<file path="src/design/gf2_cubic_tensor_transvection_defines.svh">
// ----------------------------------------------------------------------------
// gf2_cubic_tensor_transvection_defines
// assertion macros of the tensor store controller
// ----------------------------------------------------------------------------
`ifndef GF2_CUBIC_TENSOR_TRANSVECTION_DEFINES_SVH
`define GF2_CUBIC_TENSOR_TRANSVECTION_DEFINES_SVH
`ifndef NO_ASSERTIONS
// same-cycle implication
`define GCT_ASSERT_IMP(label, ante, cons, msg) \
    label: assert property (@(posedge clk) disable iff (!rst_n) (ante) |-> (cons)) \
        else $error(msg);
// next-cycle implication
`define GCT_ASSERT_NXT(label, ante, cons, msg) \
    label: assert property (@(posedge clk) disable iff (!rst_n) (ante) |=> (cons)) \
        else $error(msg);
`else
`define GCT_ASSERT_IMP(label, ante, cons, msg)
`define GCT_ASSERT_NXT(label, ante, cons, msg)
`endif
`endif

</file>
<file path="src/design/gct_pkg.sv">
// ----------------------------------------------------------------------------
// gct_pkg
// types, constants and key function of the cubic tensor store
// ----------------------------------------------------------------------------
package gct_pkg;

    localparam int NumIdx  = 16;
    localparam int IdxW    = 4;
    localparam int KeyW    = 3 * IdxW;
    localparam int MapDepth = NumIdx * NumIdx * NumIdx;
    localparam int CountW  = 10;
    localparam int DeltaW  = 8;

    // request codes
    localparam logic [1:0] REQ_LOAD  = 2'd0;
    localparam logic [1:0] REQ_QUERY = 2'd1;
    localparam logic [1:0] REQ_APPLY = 2'd2;
    localparam logic [1:0] REQ_CLEAR = 2'd3;

    // read address select
    localparam logic [1:0] RD_LOAD = 2'd0;
    localparam logic [1:0] RD_SRC  = 2'd1;
    localparam logic [1:0] RD_TGT  = 2'd2;

    typedef struct packed {
        logic [1:0]      req_type;
        logic [IdxW-1:0] triple_a;
        logic [IdxW-1:0] triple_b;
        logic [IdxW-1:0] triple_c;
        logic [IdxW-1:0] source_index;
        logic [IdxW-1:0] target_index;
    } req_t;

    typedef struct packed {
        logic signed [DeltaW-1:0] nnz_delta;
        logic [CountW-1:0]        nnz_after;
        logic                     status;
    } rsp_t;

    // controller to datapath
    typedef struct packed {
        logic       accept;
        logic       sweep_step;
        logic       rd_en;
        logic [1:0] rd_sel;
        logic       ld_write;
        logic       tgt_step;
        logic       pair_adv;
        logic       set_status;
        logic       emit;
    } cmd_t;

    // datapath to controller
    typedef struct packed {
        logic [1:0] req_type;
        logic       dup;
        logic       sweep_last;
        logic       skip;
        logic       present;
        logic       eligible;
        logic       last_pair;
        logic       out_free;
    } sts_t;

    // map key of the sorted triple
    function automatic logic [KeyW-1:0] sort_key(input logic [IdxW-1:0] a,
                                                 input logic [IdxW-1:0] b,
                                                 input logic [IdxW-1:0] c);
        logic [IdxW-1:0] p;
        logic [IdxW-1:0] q;
        logic [IdxW-1:0] r;
        logic [IdxW-1:0] t;
        p = a;
        q = b;
        r = c;
        if (p > q)
        begin
            t = p; p = q; q = t;
        end
        if (q > r)
        begin
            t = q; q = r; r = t;
        end
        if (p > q)
        begin
            t = p; p = q; q = t;
        end
        return {p, q, r};
    endfunction

endpackage

</file>
<file path="src/design/gct_ctrl.sv">
// ----------------------------------------------------------------------------
// gct_ctrl
// request sequencer: clearing pass, load, pair walk and result transfer
// ----------------------------------------------------------------------------
`include "gf2_cubic_tensor_transvection_defines.svh"

module gct_ctrl (
    input  logic          clk,
    input  logic          rst_n,
    input  logic          req_valid,
    output logic          req_stall,
    input  gct_pkg::sts_t sts,
    output gct_pkg::cmd_t cmd
);

    localparam logic [3:0] S_RCLR  = 4'd0;
    localparam logic [3:0] S_IDLE  = 4'd1;
    localparam logic [3:0] S_LDRD  = 4'd2;
    localparam logic [3:0] S_LDWR  = 4'd3;
    localparam logic [3:0] S_TSRC  = 4'd4;
    localparam logic [3:0] S_TSCHK = 4'd5;
    localparam logic [3:0] S_TTCHK = 4'd6;
    localparam logic [3:0] S_CLR   = 4'd7;
    localparam logic [3:0] S_DONE  = 4'd8;
    localparam logic [3:0] S_DISP  = 4'd9;

    logic [3:0] state_reg;
    logic [3:0] state_next;

    // next state and commands
    always_comb
    begin
        state_next = state_reg;
        cmd        = '0;
        cmd.rd_sel = gct_pkg::RD_LOAD;
        req_stall  = 1'b1;
        case (state_reg)
            S_RCLR:
            begin
                cmd.sweep_step = 1'b1;
                if (sts.sweep_last)
                begin
                    state_next = S_IDLE;
                end
            end
            S_IDLE:
            begin
                req_stall = 1'b0;
                if (req_valid)
                begin
                    cmd.accept = 1'b1;
                    state_next = S_DISP;
                end
            end
            // branch on the latched request type, no command issued
            S_DISP:
            begin
                case (sts.req_type)
                    gct_pkg::REQ_LOAD:  state_next = S_LDRD;
                    gct_pkg::REQ_CLEAR: state_next = S_CLR;
                    default:            state_next = S_TSRC;
                endcase
            end
            S_LDRD:
            begin
                if (sts.dup)
                begin
                    cmd.set_status = 1'b1;
                    state_next     = S_DONE;
                end
                else
                begin
                    cmd.rd_en  = 1'b1;
                    state_next = S_LDWR;
                end
            end
            S_LDWR:
            begin
                cmd.ld_write = !sts.present;
                state_next   = S_DONE;
            end
            S_TSRC:
            begin
                if (sts.skip)
                begin
                    cmd.pair_adv = !sts.last_pair;
                    state_next   = sts.last_pair ? S_DONE : S_TSRC;
                end
                else
                begin
                    cmd.rd_en  = 1'b1;
                    cmd.rd_sel = gct_pkg::RD_SRC;
                    state_next = S_TSCHK;
                end
            end
            S_TSCHK:
            begin
                if (sts.present && sts.eligible)
                begin
                    cmd.rd_en  = 1'b1;
                    cmd.rd_sel = gct_pkg::RD_TGT;
                    state_next = S_TTCHK;
                end
                else
                begin
                    cmd.pair_adv = !sts.last_pair;
                    state_next   = sts.last_pair ? S_DONE : S_TSRC;
                end
            end
            S_TTCHK:
            begin
                cmd.tgt_step = 1'b1;
                cmd.pair_adv = !sts.last_pair;
                state_next   = sts.last_pair ? S_DONE : S_TSRC;
            end
            S_CLR:
            begin
                cmd.sweep_step = 1'b1;
                if (sts.sweep_last)
                begin
                    state_next = S_DONE;
                end
            end
            S_DONE:
            begin
                if (sts.out_free)
                begin
                    cmd.emit   = 1'b1;
                    state_next = S_IDLE;
                end
            end
            default:
            begin
                state_next = S_IDLE;
            end
        endcase
    end

    // state register
    always_ff @(posedge clk or negedge rst_n)
    begin
        if (!rst_n)
        begin
            state_reg <= S_RCLR;
        end
        else
        begin
            state_reg <= state_next;
        end
    end

    `GCT_ASSERT_IMP(a_take_idle, !req_stall, state_reg == S_IDLE, "request taken outside idle")
    `GCT_ASSERT_IMP(a_emit_free, cmd.emit, sts.out_free, "result issued into a full register")
    `GCT_ASSERT_NXT(a_rclr_exit, state_reg == S_RCLR && sts.sweep_last, state_reg == S_IDLE, "no exit")
    `GCT_ASSERT_NXT(a_accept_disp, cmd.accept, state_reg == S_DISP, "dispatch missed after transfer")

endmodule

</file>
<file path="config.mk">
export PLATFORM = sky130hd
export DESIGN_NAME = gct_ctrl
export DESIGN_NICKNAME = d
export VERILOG_FILES = /design/src/design/gct_pkg.sv /design/src/design/gct_ctrl.sv
export VERILOG_INCLUDE_DIRS = /design/src /design/src/design
export SDC_FILE = /design/constraint.sdc
export NUM_CORES = 1
export LEC_CHECK = 0
export ABC_AREA = 1
export BUFFER_PORTS_ARGS = -buffer_cell sky130_fd_sc_hd__buf_2
export CORE_AREA = 2 2 39 41
export DETAILED_ROUTE_END_ITERATION = 8
export DIE_AREA = 0 0 41 43
export PLACE_DENSITY = 0.77
export RECOVER_POWER = 25
export SLEW_MARGIN = 20
export SYNTH_ARGS = -nofsm -noshare
export SYNTH_HDL_FRONTEND = slang
export SYNTH_SLANG_ARGS = --single-unit
</file>
<file path="constraint.sdc">
create_clock -name clk -period 1.1 [get_ports clk]
set_clock_uncertainty 0.05 [all_clocks]
set_input_delay 0.275 -clock clk [delete_from_list [all_inputs] [get_ports clk]]
set_output_delay 0.275 -clock clk [all_outputs]
set_load 0.03 [all_outputs]
</file>
==> run metrics, run 1 <==
final hold viol count 0; Max Cap Viol 0; Fmax 583 MHz; die area between 1500 and 2000 um2; H-tree depth 1; switching part of the total power ~52%; Fin Hold WS about 0.31 ns; Clock power frac a little under 8%; Cell Pwr Density roughly 2500 nW/um2; WL final 2180 um; Crit Path Class register to output port; FF-to-FF path depth 11; metal2 WL approximately 1200 um; critical path capture point cmd[7]; die height ~43 um; clock sink count 4; worst r2r src state_reg[3]; most common cell after layout, fill and taps aside buf_4; layout cells sized above 1 about two thirds; initial core utilization 37.0%; Vias 807; PortBufs 22; post-synth top area share 19.6%; 1st-iter DRT viols 33; Post-DP Area 845 um2; WP data required just under 0.8 ns; vias per cell about 5.3; met1 wire length 809 um; worst skew pair latency 0.24 ns; Initial DRT Pass Iterations 4; post-route ant nets 0; Max Buffers Root-to-Sink 2; CTS tree built; worst vdd ir 1850 uV; Reg-to-Reg End state_reg[0]; worst reg-to-reg setup slack -0.44 ns; crit start category register; CTS root buffer clkbuf_4; Post-DP HPWL roughly 1300 um; post-synthesis sequential area ratio 19.6%; power after layout roughly 0.0028 W; worst rel slew slack 80.5%; Mapped Cells 85; fin crit share 156%; antenna violations before repair 0; worst min-delay path class input port to register; Psw between 0.001 and 0.0015 W; GPL Wtd Cong between 0.8 and 0.9; Post-Syn Nets between 90 and 100; total core area around 1400 um2; largest net degree at the start of global routing 8; status complete, but fails checks; failing checks negative setup slack; RSZ-0062 raised after global routing yes; Final Critical Period about 1.7 ns; Avg Cell Area, Syn around 6.0 um2; crit path launch state_reg[2]; GRT Resource Usage Total 24.3%; DRC viols 0; Yosys reg bits 4; Syn-to-layout area delta 114%; Synth area leaders dfrtp_1 (20%), nand2_1 (15%), nand3_1 (12%), inv_1 (8.8%), nor2_4 (6.6%); number of flip-flops under the largest register name 4; leading area contributor after synthesis dfrtp_1; most frequent cells in the layout buf_4 (24), nand2_1 (16), buf_6 (12), buf_2 (11), nor2_4 (9); final instance area 1100 um2; final-stage net count between 150 and 200; diode count 0; final worst slack -0.614 ns; worst-margin pin slew 0.290 ns; Die X about 41 um; GRT overflow 0; endpoint class of the critical path output port; WP data arrival around 1.4 ns; first-pass GRT wire length 2980 um; yosys warns 0; synthesized area slightly above 500 um2; Int Pwr 0.00133 W; num rows 14; Logic pwr share a little under 80%; count of final setup violators 15; number of global-route vias before repair approximately 740; TritonCTS Buffers 3; fin util between 70% and 80%; wire length on met3 126 um; fin. max-slew vios 0; Highest Signal Layer met4; part of the power in registers between 10% and 20%; Placement Setup Slack -0.494 ns; Synth cell types 21; WL per Instance ~14 um; clock transition at the registers of the reported paths approximately 0.040 ns; leakage power total 0.580 nW; top-level port count 23; crit path max fanout 4
## synthesized netlist by cell type, drive strengths merged
cell type   n
dfrtp       4
nand2      23
ha          2
nand3b      1
o211ai      1
nor3        1
o21ai       4
nor2       15
nor4        1
inv        15
buf         1
nand4       2
a21oi       1
or2         1
nand3      12
o2111ai     1
## power groups by stage
stage	Sequential (W)	Combinational, W	Clock [W]
4_1_cts	0.000373	0.00184	0.000212
3_5_place_dp	0.000352	0.00147	0
5_1_grt	0.000396	0.00225	0.000225
3_3_place_gp	0.000339	0.00144	0
6_report	0.000388	0.00215	0.000211
2_1_floorplan	0.000306	0.00101	0
## worst max-delay path, stage by stage, from the launching register on
cell and delay, ns:
dfrtp_2 0.41, inv_2 0.07, nor2_4 0.20, nand2_4 0.09, nor2_4 0.12, inv_2 0.07
nand3_4 0.06, buf_6 0.13
## timing repair
item | CTS | global route
gates resized for setup | 33 | 13
endpoints found under the hold margin | 4 | 0
setup endpoints to repair | 15 | 15
gates cloned | 0 | 0
hold buffers | 1 | 0
buffers inserted | 5 | 4
pin swaps | 12 | 9
## cell type report
type | count | area (um2)
Clock buffer | 4 | 26.3
Fill cell | 86 | 287
Inverter | 15 | 66.3
Multi-Input combinational cell | 65 | 495
Sequential cell | 4 | 105
Tap cell | 16 | 20.0
Timing Repair Buffer | 49 | 384
## worst min path at each step
stage / end / cells past startpoint / slack [ns] / from
final: state_reg[2] / 3 / 0.31 / sts[5]
after floorplan: state_reg[0] / 0 / -0.07 / rst_n
after global routing: state_reg[2] / 3 / 0.33 / sts[5]
after global placement: state_reg[0] / 1 / 0.03 / rst_n
after CTS: state_reg[2] / 2 / 0.31 / rst_n
after detailed placement: state_reg[0] / 1 / 0.03 / rst_n
## stage by stage
stage | setup TNS [ns] | instances
2_1_floorplan | -3.15 | 85
3_3_place_gp | -4.99 | 140
3_5_place_dp | -5.55 | 140
4_1_cts | -6.67 | 150
5_1_grt | -8.11 | 153
6_report | -7.50 | 153
## cell families (layout without fill, tap and decap cells)
family / Yosys count / after routing / synth area share, %
simple gates: 56 / 56 / 54.3
fa+ha+maj: 2 / 2 / 4.89
compound gates: 7 / 7 / 8.07
flops: 4 / 4 / 19.6
buf+inv: 16 / 68 / 13.2
## per-layer routing
metal / vias to the layer above / track usage [%]
met5: - / 0
met4: 0 / 6.00
met3: 10 / 3.14
met2: 46 / 42.8
met1: 373 / 29.0
li1: 378 / -
(Power assumes the default switching activity.)
==> run 2: changes to the inputs <==
PLACE_DENSITY = 0.74   (was 0.77)
clock period = 2.2 ns   (was 1.1 ns; I/O delays follow)
==> run metrics, run 2 (synthesis gave the netlist of run 1 again) <==
worst-margin pin slew 0.265 ns (-0.0246 ns); diode count 0 (unchanged); Multi-input gate area 349 um2 (-30%); crit start category register; CP max-delay cell dfrtp_2; Initial DRT Pass Iterations 4 (unchanged); most frequent cells in the layout nand2_1 (21), buf_2 (21), inv_1 (12), nand3_1 (12), nor2_1 (8); Largest stage delay, worst path 0.46 ns (+0.05 ns); Final Critical Period around 2.1 ns; CP cell instances inv_1 > nor2_4 > nand2_2 > nor2_2 > inv_1 > nand3_1 > buf_2; endpoint class of the critical path output port; final hold viol count 0 (unchanged); first-pass GRT wire length 2040 um (-31%); WP data required 1.60 ns (+0.83 ns); status complete, no violations; Reg-to-Reg End state_reg[3]; worst vdd ir 614 uV (-67%); fin crit share 93.8%; TritonCTS Buffers 3 (unchanged); worst reg-to-reg setup slack 0.81 ns (+1.25 ns); Post-DP HPWL 1050 um (-19%); GRT overflow 0 (unchanged); die area 1760 um2 (unchanged); Post-DP Area 636 um2 (-25%); final-stage net count 125 (-18%); RSZ-0062 raised after global routing no; leakage power total 0.391 nW (-33%); count of final setup violators 0 (-15); die height 43 um (unchanged); Buf/Inv on CP 3 (unchanged); top-level port count 23 (unchanged); vias per cell 4.83 (-8.4%); Total Neg Setup Slack 0 ns (+7.50 ns); WP data arrival 1.46 ns (+0.07 ns); layout cells sized above 1 36.7% (-30 points); final instance area 659 um2 (-40%); Die X 41 um (unchanged); final worst slack 0.137 ns (+0.751 ns); WL final 1210 um (-44%); H-tree depth 1 (unchanged); WL per Instance 9.70 um (-32%); initial core utilization 37.0% (unchanged); 1st-iter DRT viols 22 (-33%); FF-to-FF path depth 6 (-5); Cell Pwr Density 1180 nW/um2 (-53%); GPL Wtd Cong 0.820 (-2.1%); DRC viols 0 (unchanged); num rows 14 (unchanged); clock transition at the registers of the reported paths 0.04 ns (about the same); Syn-to-layout area delta 28.9%; FF+latch area 103 um2 (-2.4%); cell family with most CP delay flip-flops; fill count 149 (+73%); Crit Path Class register to output port; GRT Resource Usage Total 16.8% (-7.5 points); clock sink count 4 (unchanged); worst rel slew slack 82.3% (+1.8 points); worst skew pair latency 0.23 ns (about the same); worst r2r src state_reg[0]; number of flip-flops under the largest register name 4 (unchanged); total core area 1380 um2 (unchanged); cell mode on critical path inv_1; Placement Setup Slack 0.267 ns (+0.761 ns); Max Cap Viol 0 (unchanged); post-CTS setup buffer count 0 (-5); fin. max-slew vios 0 (unchanged); antenna violations before repair 0 (unchanged); worst min-delay path class input port to async pin; CTS root buffer clkbuf_4; Max Buffers Root-to-Sink 2 (unchanged); PortBufs 22 (unchanged); post-route ant nets 0 (unchanged); largest net degree at the start of global routing 10 (+2); Fmax around 480 MHz; number of global-route vias before repair 521 (-29%); CTS tree built; Vias 604 (-25%); crit path max fanout 9 (+5)
-- run 2: cell count changes in the layout (fill, tap and decap cells not counted), moves of 4 or more --
cell     change
buf_4       -24
buf_2       +10
inv_1        +5
buf_6       -12
nor2_4       -6
nand3_2      -6
nand3_1      +7
nand2_1      +5
nor2_1       +4
inv_4        -4
-- run 2: power breakdown --
group          internal, W  switching, W  leakage (nW)
sequential        0.000109     0.0000695        0.0485
clock            0.0000608     0.0000279        0.0138
combinational     0.000162      0.000347         0.329
-- run 2: worst max path at each step --
stage / startpoint / to / slack (ns) / cells past startpoint
floorplan: sts[3] / cmd[4] / 0.10 / 1
global placement: state_reg[0] / cmd[7] / 0.30 / 7
detailed placement: state_reg[0] / cmd[7] / 0.27 / 7
CTS: state_reg[0] / cmd[7] / 0.009 / 7
global route: state_reg[0] / cmd[7] / 0.009 / 7
finish: state_reg[0] / cmd[7] / 0.14 / 7
-- run 2: layout make-up --
type	count	area share, %
multi-input combinational	65	52.9
timing repair buffer	22	16.5
sequential	4	15.6
inverter	15	8.54
clock buffer	3	3.42
tap	16	3.04
-- run 2: worst reg2reg max path: cells and delay by family (launching register included) --
family | cells | cell delay [ns]
and+or+nand+nor | 5 | 0.54
DFF | 1 | 0.47
AOI/OAI and AO/OA | 1 | 0.19
-- run 2: timing repair --
action | CTS | global route
endpoints found under the setup margin | 0 | 2
hold buffers | 0 | 0
resized for setup | 0 | 2
-- run 2: metrics by stage --
stage                     instances  total power (W)  hold slack [ns]  util [%]
after floorplan                  85         0.000586            0.204         -
after global placement          122         0.000684            0.303      45.9
after detailed placement        122         0.000687            0.306      45.9
after CTS                       125         0.000780           0.0557      47.6
after global routing            125         0.000857           0.0851      47.6
final                           125         0.000776           0.0783      47.6
-- run 2: routing by layer --
layer  global-route usage [%]  part of all wire, %  wire length, um  vias to the layer above
li1                         -                    -                -                      322
met3                     3.14                  5.3               64                        0
met4                     6.00                    0                0                        0
met1                     23.3                   44              534                      262
met5                        0                    0                0                        -
met2                     25.0                   51              613                       20
==> run 3: changes to the inputs <==
BUFFER_PORTS_ARGS = unset   (was -buffer_cell sky130_fd_sc_hd__buf_2)
CORE_AREA = unset   (was 2 2 39 41)
CORE_UTILIZATION = 25   (was unset)
DIE_AREA = unset   (was 0 0 41 43)
DONT_BUFFER_PORTS = 1   (was unset)
PLACE_DENSITY = 0.45   (was 0.74)
==> run metrics, run 3 (synthesis gave the netlist of run 1 again) <==
Die X 47.2 um (+15%); post-route ant nets 0 (unchanged); top-level port count 23 (unchanged); worst-margin pin slew 0.341 ns (+0.0758 ns); Cell Pwr Density 1230 nW/um2 (+4.2%); Int Pwr 0.000324 W (-2.2%); first-pass GRT wire length 2100 um (+2.7%); Buf/Inv on CP 1 (-2); Total Neg Setup Slack 0 ns (unchanged); Syn-to-layout area delta 23.2%; layout cells sized above 1 25.5% (-11 points); num rows 16 (+2); number of flip-flops under the largest register name 4 (unchanged); Fmax 480 MHz (-0.93%); Max Cap Viol 0 (unchanged); CP cell instances nor2_2 > nand2_2 > nor2_1 > buf_4; largest net degree at the start of global routing 10 (unchanged); part of the power in registers 23.6% (+0.6 points); status complete, no violations; Clock power frac 10.9% (-0.5 points); 1st-iter DRT viols 10 (-55%); GPL Wtd Cong 0.803 (-2.0%); most frequent cells in the layout nand2_1 (21), inv_1 (12), nand3_1 (12), nor2_1 (8), buf_4 (5); clock transition at the registers of the reported paths 0.04 ns (about the same); TritonCTS Buffers 3 (unchanged); DRC viols 0 (unchanged); count of final setup violators 0 (unchanged); RSZ-0062 raised after global routing no; final hold viol count 0 (unchanged); WL final 1310 um (+8.1%); Crit Path Class register to output port; die height 47.2 um (+9.9%); H-tree depth 1 (unchanged); worst min-delay path class input port to register; endpoint class of the critical path output port; Final Critical Period 2.08 ns (+0.0194 ns); initial core utilization 26.4% (-11 points); number of global-route vias before repair 494 (-5.2%); Logic pwr share 65.5% (about the same); crit path launch state_reg[2]; PortBufs 0 (-100%); die area 2230 um2 (+27%); WP data arrival 1.48 ns (+0.02 ns); Initial DRT Pass Iterations 5 (+1); clock sink count 4 (unchanged); WP data required 1.60 ns (about the same); Max Buffers Root-to-Sink 2 (unchanged); leakage power total 0.334 nW (-15%); most common cell after layout, fill and taps aside nand2_1; CP max-delay cell dfrtp_1; final-stage net count 110 (-12%); GRT overflow 0 (unchanged); CTS tree built; CTS root buffer clkbuf_4; fin crit share 94.7% (+0.88 points); crit path max fanout 7 (-2); antenna violations before repair 0 (unchanged); min-delay src sts[0]; worst rel slew slack 77.2% (-5.1 points); worst skew pair latency 0.23 ns (about the same); GRT Resource Usage Total 13.0% (-3.8 points); power after layout 0.000773 W (-0.40%); worst r2r src state_reg[2]; vias per cell 4.55 (-5.9%); Largest stage delay, worst path 0.46 ns (about the same); cell family with most CP delay simple AND/OR/NAND/NOR gates; Fin Hold WS 0.506 ns (+0.427 ns); crit start category register; diode count 0 (unchanged); switching part of the total power 58.0% (+0.79 points); Post-DP HPWL 1100 um (+4.5%); WL per Instance 10.8 um (+12%); post-CTS setup buffer count 0 (unchanged); total core area 1940 um2 (+40%); Vias 550 (-8.9%); Psw 0.000449 W (+0.98%); worst vdd ir 509 uV (-17%); fin. max-slew vios 0 (unchanged)
==> run 3: cell types whose count changed in the layout (fill, tap and decap cells not counted) <==
cell           delta
buf_4             +5
buf_12            +1
dlygate4sd3_1     +1
clkbuf_1          -1
dfrtp_1           +1
dfrtp_2           -1
buf_2            -21
==> run 3: timing repair <==
item                                    in CTS  in global routing
endpoints found under the setup margin       0                  3
hold endpoints to repair                     4                  0
hold buffers                                 1                  0
gates resized for setup                      0                  1
==> run 3: power by group through the flow <==
| stage | clock network (W) | logic [W] | registers, W |
|---|---|---|---|
| after floorplan | 0 | 0.000441 | 0.000146 |
| after detailed placement | 0 | 0.000504 | 0.000181 |
| after CTS | 0.0000865 | 0.000509 | 0.000180 |
| final | 0.0000843 | 0.000507 | 0.000182 |
| after global routing | 0.0000955 | 0.000555 | 0.000189 |
| after global placement | 0 | 0.000508 | 0.000177 |
==> run 3: final timing paths <==
check,to,slack [ns],cells after the start
setup / recovery,cmd[9],0.12,4
hold / removal,state_reg[3],0.51,3
setup reg to reg,state_reg[0],0.70,6
hold reg to reg,state_reg[0],0.62,2
max in group asynchronous,state_reg[0],1.38,1
min in group asynchronous,state_reg[1],0.54,1
==> run 3: layout make-up <==
cell class,count,area (um2)
repair buffers,7,67.6
flip-flops and latches,4,101
inverters,15,56.3
fillers,219,1310
well taps,27,33.8
clock buffers,3,22.5
multi-input cells,65,349
==> run 3: layer usage <==
| layer | global-route usage (%) | share of wire (%) | wire length, um |
|---|---|---|---|
| met4 | 1.71 | 0 | 0 |
| met2 | 21.4 | 49 | 642 |
| met5 | 0 | 0 | 0 |
| met1 | 17.5 | 44 | 574 |
| met3 | 3.08 | 7.0 | 92 |
==> run 3: worst register-to-register path: cells and delay by family, from the launching register on <==
family,cells,cell delay (ns)
AO/OA/AOI/OAI,1,0.19
flip-flops,1,0.46
AND/OR/NAND/NOR,5,0.69
==> run 3: stage by stage <==
stage	util, %	cells	instance area, um2	worst slack, ns
2_1_floorplan	-	85	517	0.101
3_3_place_gp	30.7	117	597	0.309
3_5_place_dp	30.7	117	597	0.254
4_1_cts	32.4	121	629	0.0133
5_1_grt	32.5	121	631	0.0268
6_report	32.5	121	631	0.117
